--- config.mk ---
export PLATFORM = sky130hd
export DESIGN_NAME = nibble_rle_line_decoder
export DESIGN_NICKNAME = d
export VERILOG_FILES = /design/src/sv/nrle_pkg.sv /design/src/sv/nrle_cfg.sv /design/src/sv/nrle_parser.sv /design/src/sv/nrle_res_queue.sv /design/src/sv/nibble_rle_line_decoder.sv
export VERILOG_INCLUDE_DIRS = /design/src /design/src/sv
export SDC_FILE = /design/constraint.sdc
export NUM_CORES = 1
export LEC_CHECK = 0
export ABC_AREA = 0
export BUFFER_PORTS_ARGS = -buffer_cell sky130_fd_sc_hd__buf_2
export CORE_MARGIN = 3
export CORE_UTILIZATION = 50
export DETAILED_ROUTE_END_ITERATION = 10
export PLACE_DENSITY = 0.64
export SYNTH_ARGS = -nofsm -noshare
export SYNTH_HDL_FRONTEND = slang
export SYNTH_HIERARCHICAL = 1
export SYNTH_SLANG_ARGS = --single-unit
--- constraint.sdc ---
create_clock -name clk -period 40.3 [get_ports clk]
set_input_delay 8.06 -clock clk [delete_from_list [all_inputs] [get_ports clk]]
set_output_delay 8.06 -clock clk [all_outputs]
set_load 0.005 [all_outputs]
--- src/sv/nibble_rle_line_decoder_macros.svh ---
// Assertion macros for the nibble RLE line decoder
`ifndef NIBBLE_RLE_LINE_DECODER_MACROS_SVH
`define NIBBLE_RLE_LINE_DECODER_MACROS_SVH

`ifndef NO_ASSERTIONS

`define NRLE_ASSERT_NOW(label, clk, rst_n, ante, cons, msg) \
  label: assert property (@(posedge clk) disable iff (!rst_n) (ante) |-> (cons)) \
    else $error(msg);

`define NRLE_ASSERT_NEXT(label, clk, rst_n, ante, cons, msg) \
  label: assert property (@(posedge clk) disable iff (!rst_n) (ante) |=> (cons)) \
    else $error(msg);

`else

`define NRLE_ASSERT_NOW(label, clk, rst_n, ante, cons, msg)

`define NRLE_ASSERT_NEXT(label, clk, rst_n, ante, cons, msg)

`endif

`endif

--- src/sv/nrle_pkg.sv ---
// Types, codes and constants shared by the nibble RLE line decoder
package nrle_pkg;

  localparam logic [15:0] LINE_PIXELS_RST = 16'd4096;
  localparam int unsigned RESULT_QUEUE_DEPTH = 4;

  localparam logic [3:0] OP_EOL      = 4'd0;
  localparam logic [3:0] OP_TEXT     = 4'd1;
  localparam logic [3:0] OP_INSTR    = 4'd2;
  localparam logic [3:0] OP_RUN2     = 4'd4;
  localparam logic [3:0] OP_RUN3     = 4'd5;
  localparam logic [3:0] OP_RUN4     = 4'd6;
  localparam logic [3:0] OP_RUN5     = 4'd7;
  localparam logic [3:0] OP_RUN6     = 4'd8;
  localparam logic [3:0] OP_RUN7     = 4'd9;
  localparam logic [3:0] OP_RUN_LONG = 4'd10;
  localparam logic [3:0] OP_PIXEL    = 4'd11;
  localparam logic [3:0] OP_RAW      = 4'd12;
  localparam logic [3:0] OP_RAW_ODD  = 4'd13;

  // offset between a short-run opcode and its run length
  localparam logic [8:0] RUN_OP_BIAS = 9'd2;
  // bytes of an instrument record: four line-number bytes, then four word bytes
  localparam logic [10:0] INSTR_BYTES = 11'd8;
  localparam logic [10:0] INSTR_WORD_BYTES = 11'd4;

  typedef enum logic [2:0] {
    PH_HEADER,
    PH_TEXT_LEN,
    PH_TEXT,
    PH_INSTR,
    PH_RUN_LEN,
    PH_RAW_ODD,
    PH_RAW
  } phase_t;

  typedef enum logic [1:0] {
    KIND_PIXEL,
    KIND_EOL,
    KIND_TEXT,
    KIND_INSTR
  } kind_t;

  typedef struct packed {
    kind_t       kind;
    logic [7:0]  pixel_value;
    logic [8:0]  repeat_count;
    logic [7:0]  text_char;
    logic        text_last;
    logic [3:0]  instrument_id;
    logic [31:0] scan_line_number;
    logic [31:0] data_word;
    logic        overflow;
  } res_t;

  // up to two results per request, r0 first
  typedef struct packed {
    logic [1:0] n;
    res_t       r0;
    res_t       r1;
  } res_pair_t;

  localparam int unsigned CFG_ADDR_W = 3;
  localparam logic CFG_IDX_LINE_PIXELS = 1'b0;

endpackage

--- src/sv/nrle_cfg.sv ---
// APB register block holding the line width
module nrle_cfg
  import nrle_pkg::*;
(
  input  logic                  clk,
  input  logic                  rst_n,
  input  logic                  psel,
  input  logic                  penable,
  input  logic                  pwrite,
  input  logic [CFG_ADDR_W-1:0] paddr,
  input  logic [31:0]           pwdata,
  output logic [31:0]           prdata,
  output logic                  pready,
  output logic [15:0]           line_pixels
);

  logic [15:0] line_pixels_r;
  logic [15:0] line_pixels_nxt;
  logic        wr_en;

  assign pready = 1'b1;
  assign wr_en  = psel & penable & pwrite & (paddr[2] == CFG_IDX_LINE_PIXELS);

  always_comb begin
    line_pixels_nxt = line_pixels_r;
    if (wr_en) begin
      line_pixels_nxt = pwdata[15:0];
    end
  end

  always_ff @(posedge clk) begin
    if (!rst_n) begin
      line_pixels_r <= LINE_PIXELS_RST;
    end else begin
      line_pixels_r <= line_pixels_nxt;
    end
  end

  always_comb begin
    prdata = '0;
    if (paddr[2] == CFG_IDX_LINE_PIXELS) begin
      prdata = {16'd0, line_pixels_r};
    end
  end

  assign line_pixels = line_pixels_r;

endmodule

--- src/sv/nrle_parser.sv ---
// Byte parser: parse state registers and the single-pass decode of one byte
module nrle_parser
  import nrle_pkg::*;
(
  input  logic       clk,
  input  logic       rst_n,
  input  logic       acc,
  input  logic [7:0] in_byte,
  input  logic [15:0] line_pixels,
  output res_pair_t  results
);

  typedef struct packed {
    res_t        r;
    logic [15:0] lc;
  } place_t;

  phase_t      phase_r,  phase_nxt;
  logic [3:0]  hnib_r,   hnib_nxt;
  logic [10:0] brem_r,   brem_nxt;
  logic [15:0] lcnt_r,   lcnt_nxt;
  logic [3:0]  held_id_r, held_id_nxt;
  logic [31:0] ln_r,     ln_nxt;
  logic [31:0] word_r,   word_nxt;
  logic        tfinal_r, tfinal_nxt;

  logic [3:0]  op;
  logic [3:0]  hi;
  logic [10:0] brem_dec;
  logic [15:0] lc_base;
  res_t        ra, rb;
  logic        va, vb;
  place_t      p0, p1;

  function automatic place_t place(input logic [3:0] code, input logic [8:0] cnt,
                                   input logic [15:0] lc, input logic [15:0] lp);
    logic [16:0] sum;
    place_t      p;
    sum = {1'b0, lc} + {8'd0, cnt};
    p = '0;
    p.r.kind = KIND_PIXEL;
    p.r.pixel_value = {code, code};
    p.r.repeat_count = cnt;
    if (sum <= {1'b0, lp}) begin
      p.lc = sum[15:0];
      p.r.overflow = 1'b0;
    end else begin
      p.lc = lc;
      p.r.overflow = 1'b1;
    end
    return p;
  endfunction

  assign op = in_byte[3:0];
  assign hi = in_byte[7:4];
  assign brem_dec = brem_r - 11'd1;

  always_comb begin
    phase_nxt   = phase_r;
    hnib_nxt    = hnib_r;
    brem_nxt    = brem_r;
    lcnt_nxt    = lcnt_r;
    held_id_nxt = held_id_r;
    ln_nxt      = ln_r;
    word_nxt    = word_r;
    tfinal_nxt  = tfinal_r;
    ra = '0;
    rb = '0;
    va = 1'b0;
    vb = 1'b0;
    lc_base = lcnt_r;
    p0 = '0;
    p1 = '0;
    unique case (phase_r)
      PH_HEADER: begin
        // full line: close it before decoding any non-EOL header
        if (op != OP_EOL && lcnt_r >= line_pixels) begin
          va = 1'b1;
          ra.kind = KIND_EOL;
          lc_base = '0;
          lcnt_nxt = '0;
        end
        unique case (op)
          OP_EOL: begin
            vb = 1'b1;
            rb.kind = KIND_EOL;
            lcnt_nxt = '0;
          end
          OP_TEXT: begin
            tfinal_nxt = hi[0];
            hnib_nxt = {1'b0, hi[3:1]};
            phase_nxt = PH_TEXT_LEN;
          end
          OP_INSTR: begin
            held_id_nxt = hi;
            brem_nxt = INSTR_BYTES;
            phase_nxt = PH_INSTR;
          end
          OP_RUN2, OP_RUN3, OP_RUN4, OP_RUN5, OP_RUN6, OP_RUN7: begin
            p1 = place(hi, {5'd0, op} - RUN_OP_BIAS, lc_base, line_pixels);
            vb = 1'b1;
            rb = p1.r;
            lcnt_nxt = p1.lc;
          end
          OP_RUN_LONG: begin
            hnib_nxt = hi;
            phase_nxt = PH_RUN_LEN;
          end
          OP_PIXEL: begin
            p1 = place(hi, 9'd1, lc_base, line_pixels);
            vb = 1'b1;
            rb = p1.r;
            lcnt_nxt = p1.lc;
          end
          OP_RAW: begin
            brem_nxt = {7'd0, hi} + 11'd1;
            phase_nxt = PH_RAW;
          end
          OP_RAW_ODD: begin
            hnib_nxt = hi;
            phase_nxt = PH_RAW_ODD;
          end
          default: ;
        endcase
      end
      PH_TEXT_LEN: begin
        brem_nxt = {hnib_r[2:0], in_byte};
        phase_nxt = ({hnib_r[2:0], in_byte} != 11'd0) ? PH_TEXT : PH_HEADER;
      end
      PH_TEXT: begin
        brem_nxt = brem_dec;
        vb = 1'b1;
        rb.kind = KIND_TEXT;
        rb.text_char = in_byte;
        rb.text_last = (brem_dec == 11'd0) & tfinal_r;
        if (brem_dec == 11'd0) begin
          phase_nxt = PH_HEADER;
        end
      end
      PH_INSTR: begin
        if (brem_r > INSTR_WORD_BYTES) begin
          ln_nxt = {in_byte, ln_r[31:8]};
        end else begin
          word_nxt = {in_byte, word_r[31:8]};
        end
        brem_nxt = brem_dec;
        if (brem_dec == 11'd0) begin
          vb = 1'b1;
          rb.kind = KIND_INSTR;
          rb.instrument_id = held_id_r;
          rb.scan_line_number = ln_nxt;
          rb.data_word = word_nxt;
          phase_nxt = PH_HEADER;
        end
      end
      PH_RUN_LEN: begin
        p1 = place(hnib_r, {1'b0, in_byte} + 9'd1, lcnt_r, line_pixels);
        vb = 1'b1;
        rb = p1.r;
        lcnt_nxt = p1.lc;
        phase_nxt = PH_HEADER;
      end
      PH_RAW_ODD: begin
        brem_nxt = 11'd1 + {3'd0, hnib_r, 4'd0} + {7'd0, in_byte[3:0]};
        p1 = place(hi, 9'd1, lcnt_r, line_pixels);
        vb = 1'b1;
        rb = p1.r;
        lcnt_nxt = p1.lc;
        phase_nxt = PH_RAW;
      end
      PH_RAW: begin
        // low nibble first, each pixel clipped on its own
        p0 = place(op, 9'd1, lcnt_r, line_pixels);
        p1 = place(hi, 9'd1, p0.lc, line_pixels);
        va = 1'b1;
        ra = p0.r;
        vb = 1'b1;
        rb = p1.r;
        lcnt_nxt = p1.lc;
        brem_nxt = brem_dec;
        if (brem_dec == 11'd0) begin
          phase_nxt = PH_HEADER;
        end
      end
      default: begin
        phase_nxt = PH_HEADER;
      end
    endcase
  end

  always_comb begin
    results = '0;
    if (va) begin
      results.r0 = ra;
      results.r1 = rb;
      results.n  = vb ? 2'd2 : 2'd1;
    end else begin
      results.r0 = rb;
      results.n  = {1'b0, vb};
    end
  end

  always_ff @(posedge clk) begin
    if (!rst_n) begin
      phase_r   <= PH_HEADER;
      hnib_r    <= '0;
      brem_r    <= '0;
      lcnt_r    <= '0;
      held_id_r <= '0;
      ln_r      <= '0;
      word_r    <= '0;
      tfinal_r  <= 1'b0;
    end else if (acc) begin
      phase_r   <= phase_nxt;
      hnib_r    <= hnib_nxt;
      brem_r    <= brem_nxt;
      lcnt_r    <= lcnt_nxt;
      held_id_r <= held_id_nxt;
      ln_r      <= ln_nxt;
      word_r    <= word_nxt;
      tfinal_r  <= tfinal_nxt;
    end
  end

endmodule

--- src/sv/nrle_res_queue.sv ---
// Result queue: takes up to two results per request, hands out one per cycle while pop is high
module nrle_res_queue
  import nrle_pkg::*;
#(
  parameter int unsigned Depth = RESULT_QUEUE_DEPTH
) (
  input  logic                       clk,
  input  logic                       rst_n,
  input  logic                       push,
  input  res_pair_t                  wr_data,
  input  logic                       pop,
  output res_t                       head,
  output logic [$clog2(Depth+1)-1:0] level
);

  localparam int unsigned PtrW = $clog2(Depth);
  localparam int unsigned LvlW = $clog2(Depth + 1);

  res_t            slots [Depth];
  logic [PtrW-1:0] wr_r, wr_nxt;
  logic [PtrW-1:0] rd_r, rd_nxt;
  logic [LvlW-1:0] level_r, level_nxt;
  logic [PtrW-1:0] wr_p1;
  logic [1:0]      n_push;

  function automatic logic [PtrW-1:0] inc(input logic [PtrW-1:0] p);
    return (p == PtrW'(Depth - 1)) ? '0 : p + PtrW'(1);
  endfunction

  assign wr_p1  = inc(wr_r);
  assign n_push = push ? wr_data.n : 2'd0;

  always_comb begin
    wr_nxt = wr_r;
    unique case (n_push)
      2'd1:    wr_nxt = wr_p1;
      2'd2:    wr_nxt = inc(wr_p1);
      default: wr_nxt = wr_r;
    endcase
    rd_nxt = pop ? inc(rd_r) : rd_r;
    level_nxt = level_r + LvlW'(n_push) - LvlW'(pop);
  end

  always_ff @(posedge clk) begin
    if (!rst_n) begin
      wr_r    <= '0;
      rd_r    <= '0;
      level_r <= '0;
    end else begin
      wr_r    <= wr_nxt;
      rd_r    <= rd_nxt;
      level_r <= level_nxt;
    end
  end

  always_ff @(posedge clk) begin
    if (n_push != 2'd0) begin
      slots[wr_r] <= wr_data.r0;
    end
    if (n_push == 2'd2) begin
      slots[wr_p1] <= wr_data.r1;
    end
  end

  assign head  = slots[rd_r];
  assign level = level_r;

endmodule

--- src/sv/nibble_rle_line_decoder.sv ---
// Top level of the nibble RLE line decoder
//
// Usage: encoded scan-line bytes enter on in_byte with in_valid; a request is
// taken at a clock edge where in_valid is high and in_stall is low. Each byte
// is decoded in the cycle it is taken and yields zero, one or two results
// (end of line, pixel run, text byte, instrument record), which land in a
// four-entry result queue. The queue head drives the out_ ports; a result is
// taken when out_valid is high and out_stall is low.
// A result is registered in the queue when its byte is taken and reaches the outputs at the queue head.
// Throughput: one byte per cycle while the receiver keeps up; the output side
// moves one result per cycle, so bytes that yield two results (raw pixel pairs,
// a header that closes a full line) are limited by that port.
// in_stall rises when fewer than two queue entries are free, so a stalled
// receiver backs up into the input after at most three pending results.
// Reset (rst_n low, synchronous) empties the queue, returns the parser to
// header mode with a zero line count, and sets line_pixels to 4096.
// line_pixels sits at byte address 0 of the APB port.
`include "nibble_rle_line_decoder_macros.svh"

module nibble_rle_line_decoder
  import nrle_pkg::*;
#(
  parameter int unsigned QueueDepth = RESULT_QUEUE_DEPTH
) (
  input  logic                  clk,
  input  logic                  rst_n,
  input  logic                  in_valid,
  output logic                  in_stall,
  input  logic [7:0]            in_byte,
  output logic                  out_valid,
  input  logic                  out_stall,
  output logic [1:0]            out_kind,
  output logic [7:0]            out_pixel_value,
  output logic [8:0]            out_repeat_count,
  output logic [7:0]            out_text_char,
  output logic                  out_text_last,
  output logic [3:0]            out_instrument_id,
  output logic [31:0]           out_scan_line_number,
  output logic [31:0]           out_data_word,
  output logic                  out_overflow,
  input  logic                  psel,
  input  logic                  penable,
  input  logic                  pwrite,
  input  logic [CFG_ADDR_W-1:0] paddr,
  input  logic [31:0]           pwdata,
  output logic [31:0]           prdata,
  output logic                  pready
);

  localparam int unsigned LvlW = $clog2(QueueDepth + 1);

  logic            in_acc;
  logic            out_acc;
  logic [15:0]     line_pixels;
  res_pair_t       results;
  res_t            head;
  logic [LvlW-1:0] level;

  nrle_cfg u_cfg (
    .clk        (clk),
    .rst_n      (rst_n),
    .psel       (psel),
    .penable    (penable),
    .pwrite     (pwrite),
    .paddr      (paddr),
    .pwdata     (pwdata),
    .prdata     (prdata),
    .pready     (pready),
    .line_pixels(line_pixels)
  );

  nrle_parser u_parser (
    .clk        (clk),
    .rst_n      (rst_n),
    .acc        (in_acc),
    .in_byte    (in_byte),
    .line_pixels(line_pixels),
    .results    (results)
  );

  nrle_res_queue #(
    .Depth(QueueDepth)
  ) u_queue (
    .clk    (clk),
    .rst_n  (rst_n),
    .push   (in_acc),
    .wr_data(results),
    .pop    (out_acc),
    .head   (head),
    .level  (level)
  );

  assign in_stall  = level > LvlW'(QueueDepth - 2);
  assign in_acc    = in_valid & ~in_stall;
  assign out_valid = level != '0;
  assign out_acc   = out_valid & ~out_stall;

  assign out_kind             = head.kind;
  assign out_pixel_value      = head.pixel_value;
  assign out_repeat_count     = head.repeat_count;
  assign out_text_char        = head.text_char;
  assign out_text_last        = head.text_last;
  assign out_instrument_id    = head.instrument_id;
  assign out_scan_line_number = head.scan_line_number;
  assign out_data_word        = head.data_word;
  assign out_overflow         = head.overflow;

  `NRLE_ASSERT_NOW(a_level_bound, clk, rst_n, 1'b1, level <= LvlW'(QueueDepth), "queue overfilled")
  `NRLE_ASSERT_NEXT(a_level_hold, clk, rst_n, !in_acc && !out_acc, $stable(level), "queue level moved without a request")
  `NRLE_ASSERT_NOW(a_ovf_pixel, clk, rst_n, out_valid && out_overflow, out_kind == KIND_PIXEL, "overflow on non-pixel result")
  `NRLE_ASSERT_NOW(a_last_text, clk, rst_n, out_valid && out_text_last, out_kind == KIND_TEXT, "text_last on non-text result")

endmodule

### After elaboration in Yosys (flattened, before gate mapping)

Memories as Yosys holds them, arrays and structs flattened. A register that Yosys moved wholly into a read port is not among the register bits.
Index checks and enable logic that the tools add are counted.

| word-level totals | value |
|---|---|
| RAM bits | 388 |
| input port bits | 50 |
| memories | 1 |
| register bits after elaboration | 126 |
| logic and storage cells | 149 |
| output and inout port bits | 132 |

| cells by class | value |
|---|---|
| bitwise operators | 9 |
| muxes and demuxes | 51 |
| equal/unequal tests | 27 |
| magnitude comparators | 8 |
| add/sub/neg operators | 16 |
| reductions and logical operators | 25 |

Memories:

| name | depth | width | rd ports | clocked after memory_dff | write ports | RTL line | source |
|---|---|---|---|---|---|---|---|
| u_queue.slots | 4 | 97 | 1 | 1 | 2 | nrle_res_queue.sv:19 | `res_t slots [Depth];` |

Operator list:

| cell | count |
|---|---|
| $pmux W95 S2 | 1 |
| $pmux W68 S2 | 1 |
| $mux W17 | 6 |
| $mux W99 | 1 |
| $mux W97 | 1 |
| $mux W95 | 1 |
| $le A17 B16 Y1 | 5 |
| $mux W68 | 1 |
| $mux W32 | 2 |
| $pmux W16 S4 | 1 |
| $add A16 B1 Y17 const B | 3 |
| $pmux W17 S3 | 1 |
| $mux W16 | 3 |
| $pmux W16 S3 | 1 |
| $pmux W11 S4 | 1 |
| $add A16 B9 Y17 | 2 |
| $eq A4 B4 Y1 const B | 6 |
| $pmux W11 S2 | 1 |
| $mux W2 | 9 |
| $pmux W9 S2 | 1 |
| $reduce_and A3 Y1 | 6 |
| $eq A4 B3 Y1 const B | 4 |
| $ge A16 B16 Y1 | 1 |
| $pmux W3 S5 | 1 |
| 46 further kinds | 76 |

### Logic depth before layout (Yosys ltp)

Gate-level depths: netlist of run 1.

| depth | value |
|---|---|
| depth in word-level cells | 14 |
| mapped depth | 32 |
| mapped depth without buffers | 30 |

### Hierarchy

The synthesis of run 1 kept the hierarchy.

By module, submodules not included:

| module | instances | area an instance (um2) | seq. area each (um2) | cells each |
|---|---|---|---|---|
| nrle_res_queue | 1 | 19182.1 | 11831.3 | 997 |
| nrle_parser | 1 | 12410.7 | 2062.0 | 1823 |
| nrle_cfg | 1 | 912.1 | 320.3 | 106 |
| nibble_rle_line_decoder | 1 | 41.3 | 0.0 | 5 |

### Worst setup path after synthesis of run 1

OpenSTA, ideal clock, no wires.

| timing path | value |
|---|---|
| kind | input-to-reg |
| from | input in_byte[0] |
| to | memory u_queue/slots[2][0] in the netlist's numbering, enable pin |
| arrival time | 17.551 ns |
| library setup time | 0.687 ns |
| stages | 13 |
| path slack | 22.063 ns |
| path buffers | 3 |
| data required time | 39.613 ns |
| cells stage by stage | clkbuf_1 -> inv_1 -> ha_1 -> clkbuf_1 -> a221oi_1 -> o31a_1 -> clkbuf_1 -> a21oi_1 -> clkinv_1 -> ha_1 -> nand2_1 -> ha_1 -> o21ai_0 |

RTL lines:

| what | RTL line | source |
|---|---|---|
| start: declaration | nibble_rle_line_decoder.sv:29 | `input logic [7:0] in_byte,` |
| end: declaration | nrle_res_queue.sv:19 |  |

### Final worst setup path of run 1

| timing path | value |
|---|---|
| from | input paddr[2] |
| to | output prdata[0] |

| on the way | value |
|---|---|
| longest elaborated chain between the ends | 1 |

RTL lines:

| what | RTL line | source |
|---|---|---|
| start: declaration | nibble_rle_line_decoder.sv:44 | `input logic [CFG_ADDR_W-1:0] paddr,` |
| $mux W16 | nrle_cfg.sv:41 | `if (paddr[2] == CFG_IDX_LINE_PIXELS) begin` |
| end: declaration | nibble_rle_line_decoder.sv:46 | `output logic [31:0] prdata,` |

No other way between the ends.

==> flow_summary.yaml, run 1 <==
critical_path:
  timing.rr.end: "u_queue/slots[0][0]$_DFFE_PP_"
  path_max_fanout: 17
  crit_buf_inv: 2
  worst_r2r_path_depth: 25
  endpoint_kind: "output port"
  crit_path_start_kind: "primary input"
  slowest_stage: "and2b_2"
  critical_path.max_stage_delay_ns: 0.25
  critPathKind: "in2out"
  critPathRequiredTime_ns: 32.24
  cp_top_family: "buffers and inverters"
  cp_common_cell: "buf_2"
  reg2reg_slack_ns: 30.64
  cp_data_arrival_time_ns: 8.65
  reg2reg_from: "u_parser/lcnt_r[6]$_SDFFE_PN0P_"
  cp_cell_sequence: "buf_2 > and2b_2 > buf_2"
power_and_ir_drop:
  p_leak_uw: 0.0133
  pwr-share-clk_pct: 27.7
  pwr-share-comb_pct: 34.9
  switching_share_pct: 34.8
  p_seq_share_pct: 37.4
  p_switching_uw: 649
  peakVddDrop_uv: 33.6
  intPower_uw: 1220
  power.density_nw_per_um2: 53.0
clocking:
  ctsHtreeMaxLevel: 2
  cts.clk_slew.worst_paths_ns: 0.06
  clockRootBuffer: "clkbuf_16"
  hold_buffers: 0
  cts_post_setup_buffers_inserted: 0
  clock-sinks: 516
  cts_resized: 0
  clk_latency_ns: 0.62
  cts.path.max_buffers: 3
  cts-buffers-inserted: 56
  cts_tree: "built"
cells_and_area:
  fill_cells: 5494
  drive_gt1_share_pct: 24.2
  layout.area.seq_um2: 14200
  nets: 3182
  final_common_cell: "nand2_1"
  area_delta_synth_final_pct: 8.31
  multi_input_area_um2: 16800
  final_area_um2: 35300
  final_cell_mix: "nand2_1, edfxtp_1, mux2_2, a21oi_1, nor2_1"
sta:
  fin_crit_sh_pct: 41.5
  rsz0062_at_grt: "false"
  worst_pin_slew_ns: 1.24
  fin_crit_ns: 16.71
  hold_viol: 0
  fin_ws_ns: 23.59
  slew_headroom_pct: 17.5
  fin_hold_ws_ns: 0.458
  slew_viol_final: 0
  fmax_mhz: 59.8
  finalSetupViolCount: 0
  setup_tns_ns: 0
  clock_skew_ns: 0.0279
run:
  maxCapViolCount: 0
worst_hold_path:
  worstHoldStart: "u_parser/word_r[2]$_SDFFE_PN0P_"
  hold_end: "u_parser/word_r[2]$_SDFFE_PN0P_"
  hold_path_class: "reg2reg"
  hold_path_depth: 2
grt:
  grt_pass1_vias: 23700
  antenna_found_initial: 2
  grt_max_degree: 68
  overflow: 0
  grt_usage_pct: 26.9
  grt_pass1_wl_um: 142000
drt:
  first_pass_iters: 5
  routed_via_density: 6.06
  ant_nets: 0
  wl_per_cell_um: 23.9
  drc: 0
  num_vias: 23500
  drt_iter0_drc: 2088
  routed_wl_um: 92600
floorplan:
  boundaryPins: 182
  dieHeight_um: 261
  core_area_um2: 63800
  fp.dieW_um: 261
  rows: 92
  fp.dieArea_um2: 68200
  start_util_pct: 51.0
synth:
  synth_flop_cell: "edfxtp_1"
  yosys_warnings: 6
  synth_edf_count: 388
  ys_ff_latch: 516
  ys_types: 96
  seq_area_frac_synth_pct: 43.7
  async_flop_share_pct: 0
  avgSynthCellArea_um2: 11.1
  syn_area_um2: 32500
  synthCells: 2931
outcome:
  status: "complete, no violations"
place:
  gp_congestion: 0.935
  numPortBuffers: 146
  pre_cts_ws_ns: 23.58
  hpwlAfterDp_um: 59900
  place_area_um2: 33400
## synthesized netlist by cell type (all sizes together), types with 8 or more instances
library cell,number,area (um2)
nand2,402,1520
and2,27,169
nand4,29,188
mux4,97,2180
nor3b,10,75.1
o21ai,74,374
and3,16,100
inv,65,244
a22oi,11,82.6
a31oi,22,138
o21a,18,135
clkbuf,104,390
nor2b,27,176
a21oi,209,1050
o211ai,12,90.1
nand3,53,265
dfxtp,128,2560
o21bai,8,60.1
a211oi,20,168
o22ai,15,93.8
nor2,150,563
xor2,23,201
mux2,390,4390
nor3,30,150
a21o,19,144
edfxtp,388,11700
buf,182,1310
nor4,11,81.3
nand2b,14,87.6
xnor2,72,631
ha,142,1780
a221oi,16,153
mux2i,24,240
and4,8,70.1
## state kept, by name, indices dropped and copies added (netlist names), 4 cells and up, named ones only
| register | cells |
|---|---|
| u_cfg/line_pixels | 16 |
| u_parser/brem_r | 11 |
| u_parser/held_id_r | 4 |
| u_parser/hnib_r | 4 |
| u_parser/lcnt_r | 16 |
| u_parser/ln_r | 32 |
| u_parser/word_r | 32 |
| u_queue/slots | 388 |
## logic make-up after synthesis
family,Yosys count,share of synthesized area (%)
AO/OA/AOI/OAI,494,9.66
XOR/XNOR,95,2.56
adder cells (fa/ha/maj),145,5.64
buffers and inverters,354,6.00
flip-flops,516,43.7
multiplexers,511,20.9
other,3,0.0346
AND/OR/NAND/NOR,813,11.5
## worst register-to-register path, cell delays in order, from the launching register on
cell and delay, ns:
dfxtp_1 0.74, nand4_1 0.82, nor2_1 0.49, nand3_1 0.27, nor2_1 0.51, xor2_1 0.14
ha_1 0.33, nand3_1 0.14, or4_4 0.61, nor2_1 0.33, a31oi_1 0.18, nor2_1 0.64
nand2_1 0.11, o21ai_0 0.13, ha_1 0.27, and4_1 0.41, nand2_1 0.12, xnor2_1 0.28
ha_1 0.29, and3_1 0.21, a221oi_1 0.49, a211oi_1 0.20, o21a_1 0.34, o21ai_0 0.76
a21oi_1 0.27, mux2_2 0.33
## final cells by class
class / count / share of cell area, %
antenna: 2 / 0.0142
clock buffer: 76 / 4.59
timing repair buffer: 186 / 2.92
multi-input combinational: 2159 / 47.7
sequential: 516 / 40.3
clock inverter: 24 / 0.664
tap: 846 / 3.00
inverter: 68 / 0.724
## power by group through the flow
stage | Combinational (uW) | Clock (uW) | Sequential, uW
5_1_grt | 709 | 549 | 705
2_1_floorplan | 445 | 0 | 710
3_5_place_dp | 650 | 0 | 710
4_1_cts | 653 | 529 | 699
3_3_place_gp | 640 | 0 | 705
6_report | 652 | 516 | 699
## how the worst max path moves through the flow
stage | from | end | slack (ns) | depth (start not counted)
CTS | paddr[2] | prdata[0] | 23.58 | 3
global placement | paddr[2] | prdata[3] | 23.60 | 3
floorplan | in_byte[0] | u_queue/slots[2][0]$_DFFE_PP_ | 22.06 | 13
global route | paddr[2] | prdata[3] | 23.54 | 3
detailed placement | paddr[2] | prdata[0] | 23.58 | 3
finish | paddr[2] | prdata[0] | 23.59 | 3
## per-stage QoR
step | util, % | power (uW) | std cells
3_3_place_gp | 52.4 | 1350 | 3775
2_1_floorplan | - | 1160 | 3029
6_report | 55.3 | 1870 | 3877
3_5_place_dp | 52.4 | 1360 | 3775
4_1_cts | 55.3 | 1880 | 3875
5_1_grt | 55.3 | 1960 | 3876
## layer usage
| metal | wire, um | vias up | track usage [%] |
|---|---|---|---|
| met5 | 16 | - | 0 |
| met4 | 2450 | 2 | 7.13 |
| met3 | 6030 | 153 | 3.35 |
| met2 | 44600 | 867 | 45.6 |
| met1 | 39500 | 11700 | 36.5 |
| li1 | - | 10800 | - |
Note: power is estimated with default switching activity, not from simulation.
==> run 2: changes to the inputs <==
--- a/config.mk
+++ b/config.mk
@@ -11,7 +11,7 @@
 export CORE_MARGIN = 3
 export CORE_UTILIZATION = 50
 export DETAILED_ROUTE_END_ITERATION = 10
-export PLACE_DENSITY = 0.64
+export PLACE_DENSITY = 0.67
 export SYNTH_ARGS = -nofsm -noshare
 export SYNTH_HDL_FRONTEND = slang
 export SYNTH_HIERARCHICAL = 1
==> constraint.sdc (replaced) <==
create_clock -name clk -period 13.6 [get_ports clk]
set_input_delay 2.72 -clock clk [delete_from_list [all_inputs] [get_ports clk]]
set_output_delay 2.72 -clock clk [all_outputs]
set_load 0.005 [all_outputs]
==> run 2 against run 1 <==
Cell area rose by 0.13%. Critical path type is now in2reg. Sequential power increased to 3.0 times the previous value. Sequential share of layout area shrank 0.053 points. Combinational power rose to 2.9 times the previous value.
==> flow_summary.yaml, run 2 (same netlist as run 1, synthesis figures left out) <==
clocking:
  ctsHtreeMaxLevel: 2
  clockRootBuffer: "clkbuf_16"
  cts_resized: 0
  cts_post_setup_buffers_inserted: 0
  cts_tree: "built"
  clock-sinks: 516
  hold_buffers: 0
  cts-buffers-inserted: 56
  cts.clk_slew.worst_paths_ns: 0.07
  clk_latency_ns: 0.63
  cts.path.max_buffers: 3
sta:
  fin_crit_sh_pct: 73.9
  fin_crit_ns: 10.05
  fmax_mhz: 99.5
  worst_pin_slew_ns: 1.18
  finalSetupViolCount: 0
  fin_hold_ws_ns: 0.459
  slew_headroom_pct: 21.1
  setup_tns_ns: 0
  slew_viol_final: 0
  rsz0062_at_grt: "false"
  clock_skew_ns: 0.0326
  hold_viol: 0
floorplan:
  fp.dieW_um: 261
  rows: 92
  fp.dieArea_um2: 68200
  start_util_pct: 51.0
  core_area_um2: 63800
  dieHeight_um: 261
  boundaryPins: 182
grt:
  grt_usage_pct: 26.8
  grt_pass1_wl_um: 141000
  antenna_found_initial: 3
  grt_pass1_vias: 23700
  overflow: 0
  grt_max_degree: 89
cells_and_area:
  drive_gt1_share_pct: 24.4
  area_delta_synth_final_pct: 8.45
  largest-register: "u_queue/slots"
  reg_top3: "u_queue/slots: 388 flops, u_parser/ln_r: 32 flops, u_parser/word_r: 32 flops"
  fill_cells: 5506
  multi_input_area_um2: 16800
  layout.area.seq_um2: 14200
  nets: 3185
  largest_reg_flops: 388
  final_common_cell: "nand2_1"
  final_area_um2: 35300
  final_cell_mix: "nand2_1, edfxtp_1, mux2_2, a21oi_1, nor2_1"
critical_path:
  cp_data_arrival_time_ns: 10.58
  path_max_fanout: 12
  timing.rr.end: "u_parser/lcnt_r[12]$_SDFFE_PN0P_"
  worst_r2r_path_depth: 28
  reg2reg_from: "u_parser/lcnt_r[7]$_SDFFE_PN0P_"
  reg2reg_slack_ns: 4.03
  crit_start: "in_byte[1]"
  crit_path_start_kind: "primary input"
  critical_path.endpoint: "u_parser/lcnt_r[12]$_SDFFE_PN0P_"
  critPathKind: "in2reg"
  endpoint_kind: "flip-flop"
  critPathRequiredTime_ns: 14.13
drt:
  ant_nets: 0
  wl_per_cell_um: 23.7
  first_pass_iters: 6
  drc: 0
  routed_wl_um: 92100
  routed_via_density: 6.03
  num_vias: 23400
  drt_iter0_drc: 1977
place:
  hpwlAfterDp_um: 60500
  numPortBuffers: 146
  place_area_um2: 33400
  gp_congestion: 0.921
run:
  maxCapViolCount: 0
worst_hold_path:
  hold_path_depth: 2
  hold_path_class: "reg2reg"
power_and_ir_drop:
  total_power_uw: 5530
  power.density_nw_per_um2: 157
  peakVddDrop_uv: 101
  p_leak_uw: 0.0133
outcome:
  status: "complete, no violations"
run 2: cell count changes in the layout (fill, tap and decap cells not counted), moves of 2 or more:
cell / before / now
clkbuf_16: 61 / 59
clkinv_2: 7 / 10
buf_4: 40 / 43
clkinvlp_4: 2 / 4
inv_4: 0 / 2
run 2: worst max-delay path, cell delays in order:
cell and delay (ns):
buf_2 0.33, inv_1 0.28, ha_1 0.40, a221oi_1 0.45, o31ai_2 0.20, and2_1 0.25, ha_1 0.38, and3_1 0.19
a2111oi_0 0.74, a21oi_1 0.24, a31oi_1 0.59, or2_2 0.26, nor2_1 0.06, xnor2_1 0.23, nor2_1 0.07, ha_1 0.29
nand4_1 0.11, nor3_1 0.28, o31a_1 0.19, o31ai_1 0.17, o21a_1 0.24, o221a_2 0.40, nor3_1 0.82, a221o_1 0.33
o21ai_1 0.07, a211oi_1 0.27
run 2: through the flow:
step	setup slack, ns	util (%)	cells
after floorplan	0.703	-	3029
after global placement	3.25	52.4	3778
final	3.55	55.4	3887
after detailed placement	3.10	52.4	3778
after CTS	3.73	55.3	3884
after global routing	3.13	55.4	3887
run 2: final cells by class:
cell class              instances  share of cell area, %
diodes                          3                 0.0213
clock buffers                  74                   4.46
clock inverters                32                  0.847
inverters                      68                  0.723
multi-input cells            2159                   47.7
flip-flops and latches        516                   40.3
well taps                     846                   3.00
repair buffers                189                   2.98
run 2: routing by layer:
layer / vias to the layer above / global-route usage, % / routed length [um]
li1: 10800 / - / -
met1: 11600 / 37.1 / 40300
met2: 824 / 44.2 / 44000
met3: 169 / 3.07 / 4880
met4: 0 / 8.75 / 2900
met5: - / 0 / 0
run 2: worst min path at each step:
stage	start	to
detailed placement	u_parser/word_r[0]$_SDFFE_PN0P_	u_parser/word_r[0]$_SDFFE_PN0P_
finish	u_parser/word_r[0]$_SDFFE_PN0P_	u_parser/word_r[0]$_SDFFE_PN0P_
global placement	u_parser/ln_r[2]$_SDFFE_PN0P_	u_parser/ln_r[2]$_SDFFE_PN0P_
global route	u_parser/ln_r[0]$_SDFFE_PN0P_	u_parser/ln_r[0]$_SDFFE_PN0P_
floorplan	u_parser/ln_r[0]$_SDFFE_PN0P_	u_parser/ln_r[0]$_SDFFE_PN0P_
CTS	u_parser/word_r[0]$_SDFFE_PN0P_	u_parser/word_r[0]$_SDFFE_PN0P_
run 2: where the power goes:
part	internal (uW)	total (uW)	switching, uW
sequential	1960	2070	109
combinational	755	1920	1170
clock	893	1540	647
total	3610	5530	1920
==> run 3: changes to the inputs <==
==> constraint.sdc (replaced) <==
create_clock -name clk -period 9 [get_ports clk]
set_input_delay 1.8 -clock clk [delete_from_list [all_inputs] [get_ports clk]]
set_output_delay 1.8 -clock clk [all_outputs]
set_load 0.005 [all_outputs]
==> run 3 against run 2 <==
Cell count up 0.46%. Critical path depth rose by 1. Sequential share of layout area shrank 0.21 points.
==> flow_summary.yaml, run 3 (same netlist as run 1, synthesis figures left out) <==
outcome:
  status: "complete, no violations"
cells_and_area:
  nets: 3208
  fill_cells: 5518
  final_cell_mix: "nand2_1, edfxtp_1, mux2_2, a21oi_1, nor2_1"
  fin_util_pct: 55.6
  final_area_um2: 35500
  multi_input_area_um2: 16800
  final_common_cell: "nand2_1"
  drive_gt1_share_pct: 24.7
  reg_top3: "u_queue/slots: 388 flops, u_parser/ln_r: 32 flops, u_parser/word_r: 32 flops"
  layout.area.seq_um2: 14200
  largest_reg_flops: 388
  area_delta_synth_final_pct: 9.02
  largest-register: "u_queue/slots"
floorplan:
  boundaryPins: 182
  fp.dieArea_um2: 68200
  fp.dieW_um: 261
  start_util_pct: 51.0
  dieHeight_um: 261
  rows: 92
  core_area_um2: 63800
critical_path:
  critPathRequiredTime_ns: 9.42
  timing.rr.end: "u_parser/lcnt_r[8]$_SDFFE_PN0P_"
  crit_path_start_kind: "primary input"
  endpoint_kind: "flip-flop"
  reg2reg_slack_ns: 0.96
  slowest_stage: "a221oi_1"
  cp_data_arrival_time_ns: 8.52
  cp_common_cell: "nor2_1"
  cp_top_family: "compound AO/OA/AOI/OAI gates"
  critPathKind: "in2reg"
  worst_r2r_path_depth: 26
  path_max_fanout: 12
  crit_buf_inv: 3
  reg2reg_from: "u_parser/lcnt_r[11]$_SDFFE_PN0P_"
  critical_path.max_stage_delay_ns: 0.53
grt:
  overflow: 0
  grt_pass1_vias: 23800
  grt_usage_pct: 26.5
  grt_pass1_wl_um: 140000
  antenna_found_initial: 3
  grt_max_degree: 90
sta:
  finalSetupViolCount: 0
  fin_hold_ws_ns: 0.455
  fmax_mhz: 124
  worst_pin_slew_ns: 1.19
  rsz0062_at_grt: "false"
  fin_crit_sh_pct: 89.9
  slew_headroom_pct: 20.6
  fin_ws_ns: 0.907
  fin_crit_ns: 8.09
  hold_viol: 0
  clock_skew_ns: 0.0420
  slew_viol_final: 0
place:
  hpwlAfterDp_um: 60100
  numPortBuffers: 146
  place_area_um2: 33700
  gp_congestion: 0.966
  pre_cts_ws_ns: 0.493
clocking:
  cts-buffers-inserted: 55
  ctsHtreeMaxLevel: 2
  cts_tree: "built"
  cts.path.max_buffers: 3
  clk_latency_ns: 0.62
  cts_post_setup_buffers_inserted: 0
  clockRootBuffer: "clkbuf_16"
  cts.clk_slew.worst_paths_ns: 0.06
  clock-sinks: 516
  hold_buffers: 0
  cts_resized: 0
power_and_ir_drop:
  power.density_nw_per_um2: 235
  pwr-share-clk_pct: 27.0
  p_switching_uw: 2890
  switching_share_pct: 34.6
  p_leak_uw: 0.0134
  p_seq_share_pct: 37.1
  intPower_uw: 5460
  peakVddDrop_uv: 187
  pwr-share-comb_pct: 35.8
  total_power_uw: 8350
drt:
  wl_per_cell_um: 23.3
  drt_iter0_drc: 2166
  first_pass_iters: 6
  routed_wl_um: 90900
  num_vias: 23600
  drc: 0
  routed_via_density: 6.05
  ant_nets: 0
worst_hold_path:
  hold_end: "u_parser/ln_r[6]$_SDFFE_PN0P_"
  hold_path_depth: 2
  worstHoldStart: "u_parser/ln_r[6]$_SDFFE_PN0P_"
  hold_path_class: "reg2reg"
run:
  maxCapViolCount: 0
-- run 3: cell count changes in the layout (fill, tap and decap cells not counted), sizes merged, moves of 2 or more --
cell      delta
clkinvlp     -3
clkbuf       +2
inv          -3
diode        -2
buf         +24
-- run 3: worst max path at each step --
stage                                startpoint                                to  cells past startpoint
4_1_cts        u_parser/lcnt_r[11]$_SDFFE_PN0P_   u_parser/lcnt_r[8]$_SDFFE_PN0P_                     28
2_1_floorplan                        in_byte[0]     u_queue/slots[2][0]$_DFFE_PP_                     13
6_report                             in_byte[0]  u_parser/lcnt_r[10]$_SDFFE_PN0P_                     27
5_1_grt         u_parser/lcnt_r[7]$_SDFFE_PN0P_   u_parser/lcnt_r[8]$_SDFFE_PN0P_                     30
3_3_place_gp                         in_byte[0]  u_parser/lcnt_r[10]$_SDFFE_PN0P_                     27
3_5_place_dp                         in_byte[0]  u_parser/lcnt_r[10]$_SDFFE_PN0P_                     27
-- run 3: worst register-to-register path: stages (launching register included) --
cell and delay, ns:
dfxtp_1 0.77, nand4_1 0.37, nor4_1 0.37, buf_4 0.19
xor2_1 0.36, ha_1 0.22, nand3_1 0.16, or4_4 0.60
a31o_1 0.27, a31oi_1 0.45, nor2_1 0.15, buf_4 0.20
o21ai_0 0.23, ha_1 0.27, and4_1 0.35, nand2_1 0.11
xnor2_1 0.33, ha_1 0.32, and3_1 0.23, a221oi_1 0.34
a211oi_1 0.13, o21a_1 0.33, a21oi_1 0.35, o31ai_4 0.27
a211oi_1 0.27, a21oi_1 0.09, o221a_1 0.22
-- run 3: final cells by class --
type	instances	share of cell area, %
multi-input combinational	2159	47.4
clock inverter	26	0.808
timing repair buffer	213	3.76
inverter	68	0.719
tap	846	2.98
antenna	1	0.00705
sequential	516	40.1
clock buffer	76	4.21
-- run 3: power groups by stage --
stage                     clock network (uW)  logic, uW  registers (uW)
after floorplan                            0       2000            3140
after global placement                     0       2930            3130
after detailed placement                   0       2970            3160
after CTS                               2300       2980            3110
after global routing                    2390       3250            3130
final                                   2260       2990            3100
-- run 3: per-layer routing --
metal / part of all wire, % / vias to the layer above / track usage, %
met5: 0.0099 / - / 0
met1: 42 / 11700 / 35.7
met4: 3.4 / 2 / 9.02
li1: - / 10800 / -
met3: 6.7 / 195 / 3.67
met2: 48 / 927 / 44.3
-- run 3: stage by stage --
step                setup TNS [ns]  cells
floorplan                  -141.94   3029
global placement                 0   3802
detailed placement               0   3802
CTS                              0   3904
global route                     0   3905
finish                           0   3905
